[src/rtl/oofrb_pkg.sv]
// Package for the out-of-order fill ring buffer.
// Item kinds, result status codes, slot state codes, sequencer states, defaults and a saturating increment.
// No dependencies.
package oofrb_pkg;

  localparam int DEF_ENTRIES = 256;
  localparam logic [31:0] CNT_MAX = 32'hFFFF_FFFF;

  typedef enum logic [1:0] {
    KIND_TAKE  = 2'd0,
    KIND_READY = 2'd1,
    KIND_POP   = 2'd2,
    KIND_FREE  = 2'd3
  } kind_t;

  typedef enum logic [1:0] {
    STAT_OK        = 2'd0,
    STAT_ALL_BUSY  = 2'd1,
    STAT_TAIL_BUSY = 2'd2,
    STAT_NO_READY  = 2'd3
  } status_t;

  typedef enum logic [1:0] {
    SLOT_FREE  = 2'd0,
    SLOT_BUSY  = 2'd1,
    SLOT_READY = 2'd2
  } slot_state_t;

  typedef enum logic [1:0] {
    SEQ_CLEAR,
    SEQ_IDLE,
    SEQ_EXEC,
    SEQ_ALLOC
  } seq_t;

  function automatic logic [31:0] inc_sat32(input logic [31:0] v);
    return (v == CNT_MAX) ? CNT_MAX : v + 32'd1;
  endfunction

endpackage

[src/rtl/oofrb_slot_ram.sv]
// Slot state memory: one write port, one read port, registered read data.
// Standalone; used by out_of_order_fill_ring_buffer.
module oofrb_slot_ram #(
  parameter int DEPTH = 256,
  parameter int AW    = 8,
  parameter int DW    = 2
) (
  input  logic          clk,
  input  logic          wr_en,
  input  logic [AW-1:0] wr_addr,
  input  logic [DW-1:0] wr_data,
  input  logic          rd_en,
  input  logic [AW-1:0] rd_addr,
  output logic [DW-1:0] rd_data
);

  logic [DW-1:0] mem [DEPTH];

  always_ff @(posedge clk) begin
    if (wr_en) begin
      mem[wr_addr] <= wr_data;
    end
    if (rd_en) begin
      rd_data <= mem[rd_addr];
    end
  end

endmodule

[src/rtl/out_of_order_fill_ring_buffer.sv]
// Out-of-order fill ring buffer: ring of free/busy/ready slots with in-order retire.
// Depends on oofrb_pkg and oofrb_slot_ram.
//
//   channel  handshake             payload
//   req      req_valid/req_stall   kind, slot
//   rsp      rsp_valid/rsp_stall   status, slot_out, dropped_entries, dropped_takes
//
// An item first reads the tail slot from the state memory, then updates and gives its result.
// A take that overwrites the oldest entry also passes through SEQ_ALLOC: the memory's single write port
// frees the tail and then marks the head busy.
// After reset a clearing pass over all ENTRIES slots empties the memory; req is stalled.
// A result waiting on rsp_stall holds the item in its update cycle.
module out_of_order_fill_ring_buffer #(
  parameter int ENTRIES = oofrb_pkg::DEF_ENTRIES
) (
  input  logic        clk,
  input  logic        rst,
  input  logic        req_valid,
  output logic        req_stall,
  input  logic [1:0]  kind,
  input  logic [7:0]  slot,
  output logic        rsp_valid,
  input  logic        rsp_stall,
  output logic [1:0]  status,
  output logic [7:0]  slot_out,
  output logic [31:0] dropped_entries,
  output logic [31:0] dropped_takes
);
  import oofrb_pkg::*;

  localparam int IW = $clog2(ENTRIES);
  localparam int CW = $clog2(ENTRIES + 1);
  localparam logic [IW-1:0] LAST = IW'(ENTRIES - 1);
  localparam logic [CW-1:0] FULL = CW'(ENTRIES);

  function automatic logic [IW-1:0] advance(input logic [IW-1:0] p);
    return (p == LAST) ? '0 : p + 1'b1;
  endfunction

  function automatic logic [CW-1:0] inc_lim(input logic [CW-1:0] v);
    return (v < FULL) ? v + 1'b1 : FULL;
  endfunction

  function automatic logic [CW-1:0] dec_sat(input logic [CW-1:0] v);
    return (v != '0) ? v - 1'b1 : '0;
  endfunction

  seq_t          state, state_next;
  logic [IW-1:0] clr_addr, clr_addr_next;
  logic [IW-1:0] head, head_next;
  logic [IW-1:0] tail, tail_next;
  logic [IW-1:0] alloc_addr, alloc_addr_next;
  logic [CW-1:0] ready_cnt, ready_cnt_next;
  logic [CW-1:0] busy_cnt, busy_cnt_next;
  logic [31:0]   drop_cnt, drop_cnt_next;
  logic [31:0]   rej_cnt, rej_cnt_next;
  kind_t         op_kind, op_kind_next;
  logic [7:0]    op_slot, op_slot_next;
  logic          rsp_valid_next;
  logic [1:0]    status_next;
  logic [7:0]    slot_out_next;
  logic [31:0]   dropped_entries_next;
  logic [31:0]   dropped_takes_next;

  logic          wr_en;
  logic [IW-1:0] wr_addr;
  slot_state_t   wr_data;
  logic          rd_en;
  logic [1:0]    rd_data;

  logic [IW+7:0] mark_ext;
  logic [IW-1:0] mark_addr;
  logic          mark_ok;
  logic [IW+7:0] head_ext;
  logic [IW+7:0] tail_ext;
  logic          ring_full;
  logic          go;

  oofrb_slot_ram #(
    .DEPTH (ENTRIES),
    .AW    (IW),
    .DW    (2)
  ) u_slot_ram (
    .clk     (clk),
    .wr_en   (wr_en),
    .wr_addr (wr_addr),
    .wr_data (wr_data),
    .rd_en   (rd_en),
    .rd_addr (tail),
    .rd_data (rd_data)
  );

  assign mark_ext  = (IW+8)'(op_slot);
  assign mark_addr = mark_ext[IW-1:0];
  assign mark_ok   = 32'(op_slot) < 32'(ENTRIES);
  assign head_ext  = (IW+8)'(head);
  assign tail_ext  = (IW+8)'(tail);
  assign ring_full = ((CW+1)'(busy_cnt) + (CW+1)'(ready_cnt)) == (CW+1)'(ENTRIES);
  assign go        = !rsp_valid || !rsp_stall;
  assign req_stall = (state != SEQ_IDLE);

  always_comb begin
    state_next           = state;
    clr_addr_next        = clr_addr;
    head_next            = head;
    tail_next            = tail;
    alloc_addr_next      = alloc_addr;
    ready_cnt_next       = ready_cnt;
    busy_cnt_next        = busy_cnt;
    drop_cnt_next        = drop_cnt;
    rej_cnt_next         = rej_cnt;
    op_kind_next         = op_kind;
    op_slot_next         = op_slot;
    rsp_valid_next       = rsp_valid;
    status_next          = status;
    slot_out_next        = slot_out;
    dropped_entries_next = dropped_entries;
    dropped_takes_next   = dropped_takes;
    wr_en                = 1'b0;
    wr_addr              = '0;
    wr_data              = SLOT_FREE;
    rd_en                = 1'b0;

    if (rsp_valid && !rsp_stall) begin
      rsp_valid_next = 1'b0;
    end

    case (state)
      SEQ_CLEAR: begin
        wr_en         = 1'b1;
        wr_addr       = clr_addr;
        clr_addr_next = clr_addr + 1'b1;
        if (clr_addr == LAST) begin
          state_next = SEQ_IDLE;
        end
      end
      SEQ_IDLE: begin
        if (req_valid) begin
          rd_en        = 1'b1;
          op_kind_next = kind_t'(kind);
          op_slot_next = slot;
          state_next   = SEQ_EXEC;
        end
      end
      SEQ_EXEC: begin
        if (go) begin
          rsp_valid_next       = 1'b1;
          status_next          = STAT_OK;
          slot_out_next        = '0;
          dropped_entries_next = '0;
          dropped_takes_next   = '0;
          state_next           = SEQ_IDLE;
          case (op_kind)
            KIND_TAKE: begin
              if (busy_cnt == FULL) begin
                drop_cnt_next = inc_sat32(drop_cnt);
                status_next   = STAT_ALL_BUSY;
              end else if (ring_full && rd_data == SLOT_BUSY) begin
                rej_cnt_next = inc_sat32(rej_cnt);
                status_next  = STAT_TAIL_BUSY;
              end else begin
                head_next     = advance(head);
                busy_cnt_next = inc_lim(busy_cnt);
                slot_out_next = head_ext[7:0];
                if (ring_full) begin
                  // overwrite oldest: free tail now, mark head busy next cycle
                  ready_cnt_next  = dec_sat(ready_cnt);
                  drop_cnt_next   = inc_sat32(drop_cnt);
                  tail_next       = advance(tail);
                  wr_en           = 1'b1;
                  wr_addr         = tail;
                  wr_data         = SLOT_FREE;
                  alloc_addr_next = head;
                  state_next      = SEQ_ALLOC;
                end else begin
                  wr_en   = 1'b1;
                  wr_addr = head;
                  wr_data = SLOT_BUSY;
                end
              end
            end
            KIND_READY: begin
              if (mark_ok) begin
                ready_cnt_next = inc_lim(ready_cnt);
                busy_cnt_next  = dec_sat(busy_cnt);
                wr_en          = 1'b1;
                wr_addr        = mark_addr;
                wr_data        = SLOT_READY;
              end
            end
            KIND_POP: begin
              if (rd_data == SLOT_READY) begin
                tail_next            = advance(tail);
                ready_cnt_next       = dec_sat(ready_cnt);
                busy_cnt_next        = inc_lim(busy_cnt);
                wr_en                = 1'b1;
                wr_addr              = tail;
                wr_data              = SLOT_BUSY;
                slot_out_next        = tail_ext[7:0];
                dropped_entries_next = drop_cnt;
                dropped_takes_next   = rej_cnt;
                drop_cnt_next        = '0;
                rej_cnt_next         = '0;
              end else begin
                status_next = STAT_NO_READY;
              end
            end
            KIND_FREE: begin
              if (mark_ok) begin
                busy_cnt_next = dec_sat(busy_cnt);
                wr_en         = 1'b1;
                wr_addr       = mark_addr;
                wr_data       = SLOT_FREE;
              end
            end
            default: begin
              status_next = STAT_OK;
            end
          endcase
        end
      end
      SEQ_ALLOC: begin
        wr_en      = 1'b1;
        wr_addr    = alloc_addr;
        wr_data    = SLOT_BUSY;
        state_next = SEQ_IDLE;
      end
      default: begin
        state_next = SEQ_IDLE;
      end
    endcase
  end

  always_ff @(posedge clk) begin
    if (rst) begin
      state     <= SEQ_CLEAR;
      clr_addr  <= '0;
      head      <= '0;
      tail      <= '0;
      ready_cnt <= '0;
      busy_cnt  <= '0;
      drop_cnt  <= '0;
      rej_cnt   <= '0;
      rsp_valid <= 1'b0;
    end else begin
      state     <= state_next;
      clr_addr  <= clr_addr_next;
      head      <= head_next;
      tail      <= tail_next;
      ready_cnt <= ready_cnt_next;
      busy_cnt  <= busy_cnt_next;
      drop_cnt  <= drop_cnt_next;
      rej_cnt   <= rej_cnt_next;
      rsp_valid <= rsp_valid_next;
    end
  end

  always_ff @(posedge clk) begin
    alloc_addr      <= alloc_addr_next;
    op_kind         <= op_kind_next;
    op_slot         <= op_slot_next;
    status          <= status_next;
    slot_out        <= slot_out_next;
    dropped_entries <= dropped_entries_next;
    dropped_takes   <= dropped_takes_next;
  end

endmodule

[config.mk]
export PLATFORM = sky130hd
export DESIGN_NAME = out_of_order_fill_ring_buffer
export DESIGN_NICKNAME = d
export VERILOG_FILES = /design/src/rtl/oofrb_pkg.sv /design/src/rtl/oofrb_slot_ram.sv /design/src/rtl/out_of_order_fill_ring_buffer.sv
export SDC_FILE = /design/constraint.sdc
export NUM_CORES = 1
export LEC_CHECK = 0
export BUFFER_PORTS_ARGS = -buffer_cell sky130_fd_sc_hd__buf_2
export CAP_MARGIN = 5
export CORE_MARGIN = 8
export CORE_UTILIZATION = 45
export CTS_CLUSTER_DIAMETER = 120
export DETAILED_ROUTE_END_ITERATION = 12
export SLEW_MARGIN = 40
export SYNTH_ARGS = -nofsm -noshare
export SYNTH_HDL_FRONTEND = slang
export SYNTH_HIERARCHICAL = 1
export SYNTH_SLANG_ARGS = --single-unit
[constraint.sdc]
create_clock -name clk -period 11.7 [get_ports clk]
set_input_delay 2.34 -clock clk [delete_from_list [all_inputs] [get_ports clk]]
set_output_delay 2.34 -clock clk [all_outputs]
set_load 0.02 [all_outputs]
==> key figures <==
Place
  – Post-DP HPWL: 51200 um
  – Dpl cells: approximately 3300
  – Port Buf Inserts: 89
  – RD Place Congestion: 0.858
  – Placed Area: 33000 um2

Critical path
  – Kind of critical path: reg -> reg
  – Max Fanout on Critical Path: 14
  – Type of origin of the critical path: flop
  – CP Capture Type: flop
  – CP cell instances: ha_1 > fa_1 > nor3_1 > o211ai_1 > nor3_1 > o2111ai_1 > or3_1 > a211oi_1 > o22ai_2 > nor2b_1 > nand4_1 > buf_4 > nor2_1
  – Critical Path RT: 11.98 ns
  – Critical-path top delay cell: or3_1
  – Crit path max-delay family: simple AND/OR/NAND/NOR gates
  – Crit-path most repeated cell: nor3_1
  – FF-to-FF setup slack: a little over 6 ns
  – Crit path DAT: between 5 and 6 ns
  – Largest stage delay, worst path: 0.71 ns
  – WP buf/inv: 1

Synthesis
  – Synth Flop Type: edfxtp_1
  – Synthesized flop and latch total: 715
  – Number of flops mapped to enable cells by yosys: between 600 and 700
  – Top cells by count, synth: 606 x edfxtp_1, 339 x nor2_1, 152 x nand2_1
  – Synthesized Nets: 2447
  – Synth top area share: 0.571
  – Yosys Warn Count: 6
  – Asr flop ratio synth: 0
  – Seq/Total Area, Yosys: 0.639
  – Syn Area/Cell: 13.2 um2
  – Synth cell types: 87
  – Area contributors post-synth: edfxtp_1 57%, dfxtp_1 6.8%, mux4_2 5.8%
  – Largest area contributor in the netlist: edfxtp_1
  – Synth Instances: 2409
  – Mapped Area: 31900 um2
  – Most numerous cell in the Yosys netlist: edfxtp_1

Floorplanning
  – I/O Pins: 90
  – Initial core utilization: 0.454
  – Die Ht: 282 um
  – Die area: roughly 80000 um2
  – Core Region: 70100 um2
  – Chip Width: 282 um
  – Std-Cell Rows: 97

Clock network
  – Clock root buffer: clkbuf_16
  – H-tree depth: 3
  – TritonCTS buffer count: 74
  – Setup bufs post-CTS: 0
  – Cts hold-fix bufs: 0
  – Skew-Pair Late Insertion Delay: 0.62 ns
  – Clk buf depth: 3
  – Clock transition at path regs: 0.06 ns
  – CTS tree: done
  – Quantity of gates resized following cts: 0
  – Clock sinks: between 700 and 800

Timing
  – Worst Skew: 0.0504 ns
  – Setup TNS: 0 ns
  – Setup violators final: 0
  – Final Max Tran Viols: 0
  – Least-Margin Pin Slew: 0.856 ns
  – Relative slew slack: 0.414
  – Final Critical Period: 5.62 ns
  – Hold Fails Final Rpt: 0
  – Final worst-path cycle share: 0.481
  – Max frequency: 178 MHz
  – RSZ-0062 raised after global routing: false

Power
  – Leakage Power: 10.3 nW
  – Peak VDD IR: 0.132 mV
  – PwrDens: ~150 nW/um2

Layout
  – Final-stage net count: around 2500
  – Area Overhead vs Synth: 11.5%
  – Number of cells in the finished layout apart from fillers: around 3400
  – Final Cell Area: 35500 um2
  – N_diodes: 0
  – Share of layout cells above drive strength 1: 0.154

Routing
  – Drt pass-1 iters: 5
  – Vias per inst: 6.09
  – DRT Wirelength: 80100 um
  – Initial DRC count: 2221
  – Post-route DRC violation count: 0
  – Routed vias: about 21000
  – Wire per inst: around 23 um
  – Final antenna-violating net count: 0

Global route
  – Largest net degree at the start of global routing: about 140
  – GR Overflow Total: 0
  – Wire length of the first global-routing pass: 123000 um
  – Antenna violations before repair: 0
  – Number of global-route vias before repair: 20389
  – Overall Global Routing Usage: 0.199

Worst hold path
  – Worst Hold Class: reg -> reg

Flow run
  – Max cap viols: 0

Run status
  – Outcome: finished, final reports clean
cell type report:
class | instances | area [um2]
inverter | 32 | 121
fill | 6043 | 34600
timing repair buffer | 126 | 802
clock buffer | 96 | 2020
tap | 940 | 1180
multi-input combinational | 1488 | 10600
clock inverter | 38 | 448
sequential | 715 | 20400
layout by cell type, fill, tap and decap left out, drive strengths merged, types with 21 or more instances in the layout:
cell type / n
a211oi: 52
a21oi: 125
a31oi: 21
and3: 83
buf: 126
clkbuf: 96
clkinv: 24
dfxtp: 109
edfxtp: 606
ha: 23
inv: 34
mux2i: 64
mux4: 102
nand2: 153
nand3: 80
nand4: 36
nor2: 339
nor3: 42
o21ai: 78
o22ai: 24
power breakdown:
group          internal, W  total, W  leakage (nW)  switching (W)
logic            0.0000272  0.000123          3.42      0.0000957
clock network      0.00138   0.00237          1.18       0.000985
registers          0.00273   0.00274          5.74     0.00000618
stage by stage:
step	power, W	utilization	hold WS (ns)	setup slack [ns]
CTS	0.00528	0.506	0.518	6.03
finish	0.00523	0.507	0.517	6.08
detailed placement	0.00291	0.470	0.506	5.36
global route	0.00538	0.507	0.547	5.74
floorplan	0.00286	-	0.435	1.85
global placement	0.00291	0.468	0.494	5.25
cells by family (layout without fill, tap and decap cells):
family / count (synthesis) / count (layout) / share of synthesized area
adders and majority gates: 24 / 24 / 0.00966
xor gates and xnor gates: 14 / 14 / 0.00408
AOI/OAI and AO/OA: 459 / 459 / 0.0979
buffers and inverters: 206 / 292 / 0.0332
and+or+nand+nor: 817 / 817 / 0.119
DFF: 715 / 715 / 0.639
muxes: 174 / 174 / 0.0973
flip-flops by register name, summed over array words and instances (netlist names), 8 cells and up:
register,flops
u_slot_ram/mem,512
drop_cnt,32
dropped_entries,32
dropped_takes,32
rej_cnt,32
busy_cnt,9
ready_cnt,9
alloc_addr,8
clr_addr,8
head,8
mark_addr,8
slot_out,8
tail,8
worst reg2reg max path, stage by stage, from the launching register on:
cell and delay [ns]:
dfxtp_1 0.52, ha_1 0.27, fa_1 0.43, nor3_1 0.19
o211ai_1 0.11, nor3_1 0.19, o2111ai_1 0.30, or3_1 0.71
a211oi_1 0.46, o22ai_2 0.28, nor2b_1 0.63, nand4_1 0.58
buf_4 0.40, nor2_1 0.22
routing by layer:
layer  global-route usage  wire length, um  vias to the layer above
li1                     -                -                     9429
met1                0.273            34000                    10562
met2                0.324            38300                      791
met3               0.0324             5570                      152
met4               0.0610             2230                        0
met5                    0                0                        -
final timing paths:
path | start | end | cells after the start
min reg2reg | rej_cnt[16] | rej_cnt[16] | 2
min | rej_cnt[16] | rej_cnt[16] | 2
max reg2reg | busy_cnt[0] | u_slot_ram/mem[78][1] | 13
max | busy_cnt[0] | u_slot_ram/mem[78][1] | 13
Note: power is estimated with default switching activity, not from simulation.
